<file path="config.mk">
export PLATFORM = sky130hd
export DESIGN_NAME = velocity_command_frame_parser_flat
export DESIGN_NICKNAME = d
export VERILOG_FILES = /design/src/sv/cmdp_pkg.sv /design/src/sv/cmdp_if.sv /design/src/sv/cmdp_csum.sv /design/src/sv/velocity_command_frame_parser.sv /design/src/flat_wrapper.sv
export SDC_FILE = /design/constraint.sdc
export NUM_CORES = 1
export LEC_CHECK = 0
export BUFFER_PORTS_ARGS = -buffer_cell sky130_fd_sc_hd__buf_2
export CAP_MARGIN = 20
export CORE_ASPECT_RATIO = 1.4
export CORE_UTILIZATION = 50
export CTS_CLUSTER_DIAMETER = 30
export CTS_CLUSTER_SIZE = 40
export DETAILED_ROUTE_END_ITERATION = 7
export GPL_ROUTABILITY_DRIVEN = 0
export PLACE_DENSITY = 0.81
export SLEW_MARGIN = 20
export SYNTH_ARGS = -nofsm -noshare
export SYNTH_HDL_FRONTEND = slang
export SYNTH_SLANG_ARGS = --single-unit
</file>
<file path="constraint.sdc">
create_clock -name clk_i -period 7.2 [get_ports clk_i]
set_clock_uncertainty 0.1 [all_clocks]
set_input_delay 0.72 -clock clk_i [delete_from_list [all_inputs] [get_ports clk_i]]
set_output_delay 0.72 -clock clk_i [all_outputs]
set_load 0.02 [all_outputs]
</file>
<file path="src/sv/cmdp_pkg.sv">
// ----------------------------------------------------------------------------
// cmdp_pkg
// Shared types and constants of the velocity command frame parser.
// ----------------------------------------------------------------------------
package cmdp_pkg;

  localparam int unsigned FrameLen   = 24;
  localparam int unsigned PayloadLen = 20;
  localparam int unsigned SeqPos     = 4;
  localparam int unsigned VxPos      = 8;
  localparam int unsigned VyPos      = 12;
  localparam int unsigned ValidPos   = 16;
  localparam int unsigned CsumPos    = 20;

  localparam logic [31:0] MagicWord  = 32'h3143_5641;
  localparam logic [31:0] CsumSeed   = 32'hA5A5_1234;
  localparam logic [30:0] MaxSpeedRst = 31'h3F80_0000;

  typedef logic [4:0] fill_t;

  typedef enum logic [2:0] {
    STATUS_NONE     = 3'd0,
    STATUS_ACCEPTED = 3'd1,
    STATUS_CSUM_ERR = 3'd2,
    STATUS_FIELD_ERR = 3'd3,
    STATUS_STALE    = 3'd4
  } status_e;

  typedef enum logic [2:0] {
    ST_IDLE,
    ST_RESYNC,
    ST_CSUM,
    ST_CHECK,
    ST_EMIT
  } state_e;

  // Control from the sequencer to the checksum unit.
  typedef struct packed {
    logic       load;
    logic       step;
    logic [7:0] data;
  } csum_ctrl_t;

endpackage

</file>
<file path="src/sv/cmdp_if.sv">
// ----------------------------------------------------------------------------
// cmdp_if
// Valid/ready channels of the velocity command frame parser.
// ----------------------------------------------------------------------------
interface cmdp_in_if;
  logic        valid;
  logic        ready;
  logic [7:0]  rx_byte;
  logic [31:0] arrival_tick;

  modport source (output valid, rx_byte, arrival_tick, input ready);
  modport sink   (input valid, rx_byte, arrival_tick, output ready);
endinterface

interface cmdp_out_if;
  logic        valid;
  logic        ready;
  logic [2:0]  status;
  logic [31:0] seq;
  logic [31:0] vx_bits;
  logic [31:0] vy_bits;
  logic        command_valid;
  logic        command_seen;
  logic [31:0] accept_tick;
  logic [31:0] generation;
  logic [31:0] frames_ok;
  logic [31:0] frames_bad;
  logic [31:0] csum_fails;

  modport source (output valid, status, seq, vx_bits, vy_bits, command_valid,
                  command_seen, accept_tick, generation, frames_ok,
                  frames_bad, csum_fails, input ready);
  modport sink   (input valid, status, seq, vx_bits, vy_bits, command_valid,
                  command_seen, accept_tick, generation, frames_ok,
                  frames_bad, csum_fails, output ready);
endinterface

interface cmdp_cfg_if;
  logic        valid;
  logic        ready;
  logic [30:0] max_speed_bits;

  modport source (output valid, max_speed_bits, input ready);
  modport sink   (input valid, max_speed_bits, output ready);
endinterface

</file>
<file path="src/sv/cmdp_csum.sv">
// ----------------------------------------------------------------------------
// cmdp_csum
// Shift-xor checksum accumulator, one byte per step.
// ----------------------------------------------------------------------------
module cmdp_csum (
  input  logic                 clk_i,
  input  logic                 rst_ni,
  input  cmdp_pkg::csum_ctrl_t ctrl_i,
  output logic [31:0]          sum_o
);

  logic [31:0] sum_q, sum_d;

  always_comb begin
    sum_d = sum_q;
    if (ctrl_i.load) begin
      sum_d = cmdp_pkg::CsumSeed;
    end else if (ctrl_i.step) begin
      sum_d = (sum_q << 5) ^ (sum_q >> 2) ^ {24'd0, ctrl_i.data};
    end
  end

  always_ff @(posedge clk_i or negedge rst_ni) begin
    if (!rst_ni) begin
      sum_q <= cmdp_pkg::CsumSeed;
    end else begin
      sum_q <= sum_d;
    end
  end

  assign sum_o = sum_q;

endmodule

</file>
<file path="src/sv/velocity_command_frame_parser.sv">
// ----------------------------------------------------------------------------
// velocity_command_frame_parser
// Collects serial bytes into command frames, checks and accepts them.
// ----------------------------------------------------------------------------
//  channel | dir | payload
//  cmd_i   | in  | rx_byte, arrival_tick
//  res_o   | out | status and the command snapshot after the beat
//  cfg_i   | in  | max_speed_bits
//
// One byte passes the idle, resync and emit states when no frame completes, and
// resync drops one byte at a time while searching for the magic word. A complete
// frame adds the checksum unit pass (one byte a cycle) and then the field checks.
// The input is ready only while the sequencer is idle; a finished result waits
// in the output register, and the next byte is taken meanwhile. A second result
// holds the sequencer in its last state until the output register frees up.
// Reset clears all control state and the snapshot; no clearing pass is needed.
module velocity_command_frame_parser (
  input  logic        clk_i,
  input  logic        rst_ni,
  cmdp_in_if.sink     cmd_i,
  cmdp_out_if.source  res_o,
  cmdp_cfg_if.sink    cfg_i
);

  cmdp_pkg::state_e   state_q, state_d;
  cmdp_pkg::status_e  st_q, st_d;
  cmdp_pkg::csum_ctrl_t csum_ctrl;

  logic [7:0]  buf_q [cmdp_pkg::FrameLen];
  cmdp_pkg::fill_t fill_q;
  logic [4:0]  idx_q;
  logic [31:0] tick_q;
  logic [30:0] max_q;
  logic [31:0] sum;

  logic        seq_seen_q, valid_flag_q, seen_flag_q;
  logic [31:0] last_seq_q, last_vx_q, last_vy_q, last_tick_q;
  logic [31:0] gen_q, ok_q, bad_q, crc_bad_q;

  logic        out_valid_q;
  logic        do_drop, do_clear, do_accept, do_stale, do_csum_err, do_field_err;
  logic        idx_clr, idx_inc, load_out;

  logic [31:0] magic, seq_w, vx_w, vy_w, csum_w, seq_diff;
  logic        in_fire;

  assign magic  = {buf_q[3], buf_q[2], buf_q[1], buf_q[0]};
  assign seq_w  = {buf_q[cmdp_pkg::SeqPos+3], buf_q[cmdp_pkg::SeqPos+2],
                   buf_q[cmdp_pkg::SeqPos+1], buf_q[cmdp_pkg::SeqPos]};
  assign vx_w   = {buf_q[cmdp_pkg::VxPos+3], buf_q[cmdp_pkg::VxPos+2],
                   buf_q[cmdp_pkg::VxPos+1], buf_q[cmdp_pkg::VxPos]};
  assign vy_w   = {buf_q[cmdp_pkg::VyPos+3], buf_q[cmdp_pkg::VyPos+2],
                   buf_q[cmdp_pkg::VyPos+1], buf_q[cmdp_pkg::VyPos]};
  assign csum_w = {buf_q[cmdp_pkg::CsumPos+3], buf_q[cmdp_pkg::CsumPos+2],
                   buf_q[cmdp_pkg::CsumPos+1], buf_q[cmdp_pkg::CsumPos]};
  assign seq_diff = seq_w - last_seq_q;

  assign cmd_i.ready = (state_q == cmdp_pkg::ST_IDLE);
  assign in_fire     = cmd_i.valid && cmd_i.ready;
  assign cfg_i.ready = 1'b1;

  cmdp_csum u_csum (
    .clk_i  (clk_i),
    .rst_ni (rst_ni),
    .ctrl_i (csum_ctrl),
    .sum_o  (sum)
  );

  always_comb begin
    state_d      = state_q;
    st_d         = st_q;
    do_drop      = 1'b0;
    do_clear     = 1'b0;
    do_accept    = 1'b0;
    do_stale     = 1'b0;
    do_csum_err  = 1'b0;
    do_field_err = 1'b0;
    idx_clr      = 1'b0;
    idx_inc      = 1'b0;
    load_out     = 1'b0;
    csum_ctrl.load = 1'b0;
    csum_ctrl.step = 1'b0;
    csum_ctrl.data = buf_q[idx_q];
    case (state_q)
      cmdp_pkg::ST_IDLE: begin
        if (in_fire) begin
          state_d = cmdp_pkg::ST_RESYNC;
        end
      end
      cmdp_pkg::ST_RESYNC: begin
        if (fill_q >= 5'd4 && magic != cmdp_pkg::MagicWord) begin
          do_drop = 1'b1;
        end else if (fill_q == 5'(cmdp_pkg::FrameLen)) begin
          csum_ctrl.load = 1'b1;
          idx_clr        = 1'b1;
          state_d        = cmdp_pkg::ST_CSUM;
        end else begin
          st_d    = cmdp_pkg::STATUS_NONE;
          state_d = cmdp_pkg::ST_EMIT;
        end
      end
      cmdp_pkg::ST_CSUM: begin
        csum_ctrl.step = 1'b1;
        idx_inc        = 1'b1;
        if (idx_q == 5'(cmdp_pkg::PayloadLen - 1)) begin
          state_d = cmdp_pkg::ST_CHECK;
        end
      end
      cmdp_pkg::ST_CHECK: begin
        state_d = cmdp_pkg::ST_EMIT;
        if (sum != csum_w) begin
          do_csum_err = 1'b1;
          do_drop     = 1'b1;
          st_d        = cmdp_pkg::STATUS_CSUM_ERR;
        end else if (buf_q[cmdp_pkg::ValidPos] > 8'd1 || buf_q[17] != 8'd0 ||
                     buf_q[18] != 8'd0 || buf_q[19] != 8'd0 ||
                     vx_w[30:23] == 8'hFF || vy_w[30:23] == 8'hFF) begin
          do_field_err = 1'b1;
          do_drop      = 1'b1;
          st_d         = cmdp_pkg::STATUS_FIELD_ERR;
        end else begin
          do_clear = 1'b1;
          // A sequence number is newer when the signed difference is positive.
          if (seq_seen_q && (seq_diff == 32'd0 || seq_diff[31])) begin
            do_stale = 1'b1;
            st_d     = cmdp_pkg::STATUS_STALE;
          end else begin
            do_accept = 1'b1;
            st_d      = cmdp_pkg::STATUS_ACCEPTED;
          end
        end
      end
      cmdp_pkg::ST_EMIT: begin
        if (!out_valid_q || res_o.ready) begin
          load_out = 1'b1;
          state_d  = cmdp_pkg::ST_IDLE;
        end
      end
      default: begin
        state_d = cmdp_pkg::ST_IDLE;
      end
    endcase
  end

  always_ff @(posedge clk_i or negedge rst_ni) begin
    if (!rst_ni) begin
      state_q <= cmdp_pkg::ST_IDLE;
      st_q    <= cmdp_pkg::STATUS_NONE;
    end else begin
      state_q <= state_d;
      st_q    <= st_d;
    end
  end

  // Frame buffer: append at the fill point, shift down by one on a drop.
  always_ff @(posedge clk_i) begin
    if (in_fire) begin
      if (fill_q >= 5'(cmdp_pkg::FrameLen)) begin
        buf_q[cmdp_pkg::FrameLen-1] <= cmd_i.rx_byte;
      end else begin
        buf_q[fill_q] <= cmd_i.rx_byte;
      end
      tick_q <= cmd_i.arrival_tick;
    end else if (do_drop) begin
      for (int i = 0; i < cmdp_pkg::FrameLen - 1; i++) begin
        buf_q[i] <= buf_q[i+1];
      end
    end
  end

  always_ff @(posedge clk_i or negedge rst_ni) begin
    if (!rst_ni) begin
      fill_q <= '0;
      idx_q  <= '0;
      max_q  <= cmdp_pkg::MaxSpeedRst;
    end else begin
      if (in_fire) begin
        if (fill_q >= 5'(cmdp_pkg::FrameLen)) begin
          fill_q <= 5'(cmdp_pkg::FrameLen);
        end else begin
          fill_q <= fill_q + 5'd1;
        end
      end else if (do_drop) begin
        fill_q <= (fill_q <= 5'd1) ? 5'd0 : fill_q - 5'd1;
      end else if (do_clear) begin
        fill_q <= '0;
      end
      if (idx_clr) begin
        idx_q <= '0;
      end else if (idx_inc) begin
        idx_q <= idx_q + 5'd1;
      end
      if (cfg_i.valid && cfg_i.ready) begin
        max_q <= cfg_i.max_speed_bits;
      end
    end
  end

  always_ff @(posedge clk_i or negedge rst_ni) begin
    if (!rst_ni) begin
      seq_seen_q   <= 1'b0;
      valid_flag_q <= 1'b0;
      seen_flag_q  <= 1'b0;
      last_seq_q   <= '0;
      last_vx_q    <= '0;
      last_vy_q    <= '0;
      last_tick_q  <= '0;
      gen_q        <= '0;
      ok_q         <= '0;
      bad_q        <= '0;
      crc_bad_q    <= '0;
    end else begin
      if (do_csum_err) begin
        crc_bad_q <= crc_bad_q + 32'd1;
      end
      if (do_csum_err || do_field_err || do_stale) begin
        bad_q <= bad_q + 32'd1;
      end
      if (do_accept) begin
        seq_seen_q   <= 1'b1;
        seen_flag_q  <= 1'b1;
        last_seq_q   <= seq_w;
        last_vx_q    <= (vx_w[30:0] > max_q) ? {vx_w[31], max_q} : vx_w;
        last_vy_q    <= (vy_w[30:0] > max_q) ? {vy_w[31], max_q} : vy_w;
        valid_flag_q <= (buf_q[cmdp_pkg::ValidPos] == 8'd1);
        last_tick_q  <= tick_q;
        gen_q        <= gen_q + 32'd1;
        ok_q         <= ok_q + 32'd1;
      end
    end
  end

  // Output register.
  always_ff @(posedge clk_i or negedge rst_ni) begin
    if (!rst_ni) begin
      out_valid_q <= 1'b0;
    end else if (load_out) begin
      out_valid_q <= 1'b1;
    end else if (res_o.ready) begin
      out_valid_q <= 1'b0;
    end
  end

  always_ff @(posedge clk_i) begin
    if (load_out) begin
      res_o.status        <= st_q;
      res_o.seq           <= last_seq_q;
      res_o.vx_bits       <= last_vx_q;
      res_o.vy_bits       <= last_vy_q;
      res_o.command_valid <= valid_flag_q;
      res_o.command_seen  <= seen_flag_q;
      res_o.accept_tick   <= last_tick_q;
      res_o.generation    <= gen_q;
      res_o.frames_ok     <= ok_q;
      res_o.frames_bad    <= bad_q;
      res_o.csum_fails    <= crc_bad_q;
    end
  end

  assign res_o.valid = out_valid_q;

endmodule
</file>
<file path="src/flat_wrapper.sv">
// flat-port wrapper written by rule: the top's interface ports become plain ports
module velocity_command_frame_parser_flat 
  (clk_i, rst_ni, cmd_i_valid, cmd_i_rx_byte, cmd_i_arrival_tick, cmd_i_ready, res_o_valid, res_o_status, res_o_seq, res_o_vx_bits, res_o_vy_bits, res_o_command_valid, res_o_command_seen, res_o_accept_tick, res_o_generation, res_o_frames_ok, res_o_frames_bad, res_o_csum_fails, res_o_ready, cfg_i_valid, cfg_i_max_speed_bits, cfg_i_ready);
  cmdp_in_if cmd_i_i ();
  cmdp_out_if res_o_i ();
  cmdp_cfg_if cfg_i_i ();
  input  logic clk_i;
  input  logic rst_ni;
  input wire logic [$bits(cmd_i_i.valid)-1:0] cmd_i_valid;
  input wire logic [$bits(cmd_i_i.rx_byte)-1:0] cmd_i_rx_byte;
  input wire logic [$bits(cmd_i_i.arrival_tick)-1:0] cmd_i_arrival_tick;
  output wire logic [$bits(cmd_i_i.ready)-1:0] cmd_i_ready;
  output wire logic [$bits(res_o_i.valid)-1:0] res_o_valid;
  output wire logic [$bits(res_o_i.status)-1:0] res_o_status;
  output wire logic [$bits(res_o_i.seq)-1:0] res_o_seq;
  output wire logic [$bits(res_o_i.vx_bits)-1:0] res_o_vx_bits;
  output wire logic [$bits(res_o_i.vy_bits)-1:0] res_o_vy_bits;
  output wire logic [$bits(res_o_i.command_valid)-1:0] res_o_command_valid;
  output wire logic [$bits(res_o_i.command_seen)-1:0] res_o_command_seen;
  output wire logic [$bits(res_o_i.accept_tick)-1:0] res_o_accept_tick;
  output wire logic [$bits(res_o_i.generation)-1:0] res_o_generation;
  output wire logic [$bits(res_o_i.frames_ok)-1:0] res_o_frames_ok;
  output wire logic [$bits(res_o_i.frames_bad)-1:0] res_o_frames_bad;
  output wire logic [$bits(res_o_i.csum_fails)-1:0] res_o_csum_fails;
  input wire logic [$bits(res_o_i.ready)-1:0] res_o_ready;
  input wire logic [$bits(cfg_i_i.valid)-1:0] cfg_i_valid;
  input wire logic [$bits(cfg_i_i.max_speed_bits)-1:0] cfg_i_max_speed_bits;
  output wire logic [$bits(cfg_i_i.ready)-1:0] cfg_i_ready;
  assign cmd_i_i.valid = cmd_i_valid;
  assign cmd_i_i.rx_byte = cmd_i_rx_byte;
  assign cmd_i_i.arrival_tick = cmd_i_arrival_tick;
  assign cmd_i_ready = cmd_i_i.ready;
  assign res_o_valid = res_o_i.valid;
  assign res_o_status = res_o_i.status;
  assign res_o_seq = res_o_i.seq;
  assign res_o_vx_bits = res_o_i.vx_bits;
  assign res_o_vy_bits = res_o_i.vy_bits;
  assign res_o_command_valid = res_o_i.command_valid;
  assign res_o_command_seen = res_o_i.command_seen;
  assign res_o_accept_tick = res_o_i.accept_tick;
  assign res_o_generation = res_o_i.generation;
  assign res_o_frames_ok = res_o_i.frames_ok;
  assign res_o_frames_bad = res_o_i.frames_bad;
  assign res_o_csum_fails = res_o_i.csum_fails;
  assign res_o_i.ready = res_o_ready;
  assign cfg_i_i.valid = cfg_i_valid;
  assign cfg_i_i.max_speed_bits = cfg_i_max_speed_bits;
  assign cfg_i_ready = cfg_i_i.ready;
  velocity_command_frame_parser u_core (.clk_i(clk_i), .rst_ni(rst_ni), .cmd_i(cmd_i_i), .res_o(res_o_i), .cfg_i(cfg_i_i));
endmodule
</file>
---- Word level (Yosys, flattened, before mapping) ----
Memories as Yosys holds them, arrays and structs flattened.
Index checks and enable logic that the tools add are counted.
operators by class
  order comparisons ....................... 6
  bitwise gates (word level) .............. 2
  $add $sub $neg .......................... 8
  multiplexer cells ....................... 65
  reduce and logical (&&, ||, !) cells .... 26
  eq/ne operators ......................... 16
operator list
  kind                                                 number
  adder 32 x 1 -> 32 bit, second input constant        4
  2-to-1 mux 32 bit                                    2
  > comparator 31 bit                                  2
  2-to-1 mux 31 bit                                    2
  2-to-1 mux 5 bit                                     9
  2-to-1 mux 1 bit                                     37
  zero test 32 bit                                     1
  != test 32 x 30 -> 1 bit, second input constant      1
  != test 32 bit                                       1
  subtractor 32 bit                                    1
  XOR 32 x 30 -> 32 bit                                1
  XOR 32 x 8 -> 32 bit                                 1
  2-to-1 mux 3 bit                                     10
  nonzero test 8 bit                                   3
  equality test 8 bit, second input constant           2
  2-to-1 mux 8 bit                                     2
  OR reduction 8 bit                                   2
  case mux 3 bit (5 select lines)                      1
  adder 5 x 1 -> 5 bit, second input constant          2
  equality test 5 bit, second input constant           2
  logical OR 1 bit                                     9
  equality test 8 x 1 -> 1 bit, second input constant  1
  > comparator 8 x 1 -> 1 bit, second input constant   1
  equality test 3 x 2 -> 1 bit, second input constant  2
  other kinds (17)                                     24
word-level totals
  memories kept ........................... 1
  register bits after elaboration ......... 631
  bits in writable memories ............... 192
  input bits .............................. 76
  output and inout port bits .............. 264
  word-level logic and storage cells ...... 153
memories
  name          depth  width  read ports  clocked after memory_dff  wr ports  line                                 RTL
  u_core.buf_q  24     8      25          0                         23        velocity_command_frame_parser.sv:29  logic [7:0] buf_q [cmdp_pkg::FrameLen];

---- Logic depth before layout (Yosys ltp) ----
An unclocked memory read counts as a cell.
  word-level depth ........................ 15
  gate-level depth with buffers ........... 17
  gate-level depth less buffers ........... 14

---- By module ----
A second synthesis with hierarchy kept.
second synthesis, totals
  cell total of the unflattened synthesis .. 3,108
  area total of the unflattened synthesis .. 39,549.2 um2
by module, submodules not included
  module                         seq. area each (um2)  instances  area an instance (um2)  cells each
  velocity_command_frame_parser  24,151.9              1          37,965.2                2,971
  cmdp_csum                      817.0                 1          1,584.0                 137

---- Least setup slack after synthesis ----
No wires, ideal clock.
  path kind ............................... input port to flip-flop
  start point ............................. input res_o_ready
  end point ............................... register u_core.res_o.accept_tick[0] in the netlist's numbering, enable pin
  path buffers ............................ 0
  path slack .............................. -368 ps
  arrival time ............................ 6,811 ps
  setup time .............................. 657 ps
  required time ........................... 6,443 ps
  stages on the path ...................... 2
  cell sequence ........................... nand2b_1 and3_1
between the ends
  longest elaborated chain between the ends .. 3
ends and longest elaborated chain
  item                       line                                  RTL
  from (decl)                flat_wrapper.sv:25                    input wire logic [$bits(res_o_i.ready)-1:0] res_o_ready;
  logical OR 1 bit           velocity_command_frame_parser.sv:134  if (!out_valid_q || res_o.ready) begin
  2-to-1 mux 1 bit           velocity_command_frame_parser.sv:134
  2-to-1 mux 1 bit           velocity_command_frame_parser.sv:84   case (state_q)
  named net u_core.load_out  velocity_command_frame_parser.sv:42   logic idx_clr, idx_inc, load_out;
  to (signal assigned)       velocity_command_frame_parser.sv:252  res_o.accept_tick <= last_tick_q;
  to (decl)                  cmdp_if.sv:31                         command_seen, accept_tick, generation, frames_ok,
The timed path passes the listed nets, and every way through them passes these cells.
A chain may end at the register's enable or synchronous reset.

==> impl_metrics.yaml <==
final_layout:
  final_cell_mix: "nand2_1, edfxtp_1, buf_2"
  design_area_sq_um: 46900
  top_register: "u_core.buf_q"
  syn2layout_area_growth_pct: 19.1
  stdcell_count: 4684
  fin_nets: 3708
  drive_gt1_frac: 0.211
  fillCellCount: 5785
  diodes: 0
  largest_reg_flops: 256
  layout_commonest_cell: "nand2_1"
logic_synthesis:
  async_flop_share: 0.381
  yosys.area_share.simple: 0.122
  synthMuxAreaShare: 0.0792
  netlist_instances: 3103
  synth_edf_count: 549
  synth-xor-area-share: 0.0447
  synth_top_family_by_area: "simple AND/OR/NAND/NOR gates"
  synth_flop_cell: "edfxtp_1"
  seq_area_frac_synth: 0.634
  synth_compound_area_frac: 0.0616
  synth_cell_types: 82
  postSynthAreaPerCell_sq_um: 12.7
  synth_fa_ha_area_frac: 0.0329
  yosys_warnings: 0
  syn_area_sq_um: 39400
  synth_seq_cells: 887
floorplanning:
  dieArea_sq_um: 79900
  start_util: 0.506
  coreArea_sq_um: 77800
  fp.dieW_microns: 239
  ios: 340
  die_height_microns: 334
  rows: 121
pwr:
  ir_drop_uv: 245
  clkPwrFrac: 0.328
  p_sw_frac: 0.345
  internal_power_mw: 12.9
  powerDensity_nw_per_um2: 421
  power_leakage_nw: 20.4
  p_sw_mw: 6.80
  pwr-share-seq: 0.398
  p_comb_frac: 0.274
worst_setup_path:
  end_kind: "register"
  startpoint_type: "register"
  critPathMaxStageDelay_ps: 890
  worstPathCellList: "ha_1, nand2_1, o211ai_1, o221a_2, o2111ai_1, nor4_1, nand4b_1, nor4_4, nand4_4, a31oi_1, nor4_1, xor2_1"
  cpMaxStageDelayCell: "a31oi_1"
  reg2reg_depth: 12
  critPathKind: "reg2reg"
  r2r_start: "u_core.buf_q[5][5]$_DFFE_PP_"
  r2r_slack_ps: 2420
  path_buf_inv: 0
  critPathRequiredTime_ps: 7660
  crit_arrival_ps: 5240
  cpLargestDelayFamily: "compound AO/OA/AOI/OAI gates"
  crit_cells: 12
  r2r-end: "u_core.gen_q[31]$_DFFE_PN0P_"
  critPathCapture: "u_core.gen_q[31]$_DFFE_PN0P_"
  path_max_fanout: 11
  startpoint: "u_core.buf_q[5][5]$_DFFE_PP_"
  timing.critical_path.mode_cell: "nor4_1"
clock_tree:
  clkSinkCount: 887
  cts.repair.resized: 0
  cts_buffers: 130
  cts_root_buf: "clkbuf_16"
  clockBufferDepth: 3
  htreeDepth: 4
  clk_latency_ps: 720
  cts_hold_buffers: 1
  cts_setup_buffers: 0
  tritoncts: "done"
  clk_pin_slew_ps: 60
flow_run:
  max-cap-violations: 0
timing:
  period_needed_ps: 4780
  setup_violations: 0
  rsz0062_at_grt: "no"
  timing.final.ws_setup_ps: 2420
  max_slew_margin: 0.286
  hold_viol: 0
  period_share: 0.663
  whs_ps: 77.5
  setup_tns_ps: 0
  slew_viol_final: 0
  fmax_mhz: 209
  tightestPinTransition_ps: 1070
place:
  place.port_buffers: 338
  post-dp-hpwl_mm: 69.0
  dp.cells: 4441
  place_area_sq_um: 42300
  pre_cts_slack_ps: 2660
grt:
  grt_pass1_vias: 27100
  overflow: 0
  grt_pass1_wl_mm: 155
  grt_usage: 0.256
  antenna_found_initial: 3
  grt_start_max_net_pins: 149
drt:
  drc: 1
  drt_iter0_markers: 2611
  routed-via-count: 27000
  postRouteAntennaNets: 0
  via_per_inst: 5.77
  drt-pass1-iter-count: 8
  totalWireLength_mm: 102
  post_drt_wl_per_cell_microns: 21.7
hold_path:
  hold_path.class: "in2reg"
  hold_depth: 1
run_status:
  status: "finished with violations"
  violations: "DRC"
-- synthesized netlist by cell type (all sizes together) (73+ instances only) --
master / count / area share
nand2: 650 / 0.062
edfxtp: 549 / 0.42
dfrtp: 318 / 0.20
o21ai: 197 / 0.025
xnor2: 120 / 0.027
ha: 102 / 0.032
clkbuf: 96 / 0.0092
inv: 95 / 0.0091
mux4: 80 / 0.046
xor2: 80 / 0.018
a21oi: 77 / 0.010
nand3: 77 / 0.0098
mux2i: 74 / 0.019
nor2: 73 / 0.0070
-- how the worst min path moves through the flow --
stage | start | to | slack (ps)
2_1_floorplan | u_core.tick_q[0]$_DFFE_PP_ | u_core.last_tick_q[0]$_DFFE_PN0P_ | 310
3_3_place_gp | u_core.tick_q[19]$_DFFE_PP_ | u_core.last_tick_q[19]$_DFFE_PN0P_ | 330
3_5_place_dp | u_core.tick_q[7]$_DFFE_PP_ | u_core.last_tick_q[7]$_DFFE_PN0P_ | 320
4_1_cts | cmd_i_arrival_tick[17] | u_core.tick_q[17]$_DFFE_PP_ | 30
5_1_grt | cmd_i_arrival_tick[6] | u_core.tick_q[6]$_DFFE_PP_ | 50
6_report | cmd_i_arrival_tick[6] | u_core.tick_q[6]$_DFFE_PP_ | 80
-- per-layer routing --
layer	part of all wire	global-route usage	vias up
met5	0.00017	0	-
met4	0.063	0.156	4
met3	0.074	0.0546	372
met2	0.51	0.445	1318
met1	0.35	0.286	13300
li1	-	-	12100
-- power groups by stage --
| stage | combinational, mW | clock, mW | sequential (mW) |
|---|---|---|---|
| floorplan | 3.83 | 0 | 7.40 |
| global placement | 5.11 | 0 | 7.86 |
| global route | 5.86 | 6.75 | 7.91 |
| finish | 5.41 | 6.46 | 7.86 |
| CTS | 5.32 | 6.55 | 7.81 |
| detailed placement | 5.26 | 0 | 7.88 |
-- per-stage QoR --
step / power, mW / util
2_1_floorplan: 11.2 / -
3_3_place_gp: 13.0 / 0.544
3_5_place_dp: 13.1 / 0.544
4_1_cts: 19.7 / 0.603
5_1_grt: 20.5 / 0.603
6_report: 19.7 / 0.603
-- layout make-up --
class	instances	area (sq um)	share of cell area
Clock buffer	156	3580	0.0763
Multi-Input combinational cell	2044	13700	0.292
Tap cell	1045	1310	0.0279
Inverter	95	357	0.00760
Sequential cell	887	25000	0.532
Timing Repair Buffer	371	2010	0.0429
Clock inverter	86	976	0.0208
-- kinds of logic after synthesis --
logic type | after synthesis
other | 2
adder cells (fa/ha/maj) | 103
flip-flops | 887
buffers and inverters | 235
AND/OR/NAND/NOR | 1068
multiplexers | 205
AO/OA/AOI/OAI | 403
XOR/XNOR | 200
(Power assumes the default switching activity.)
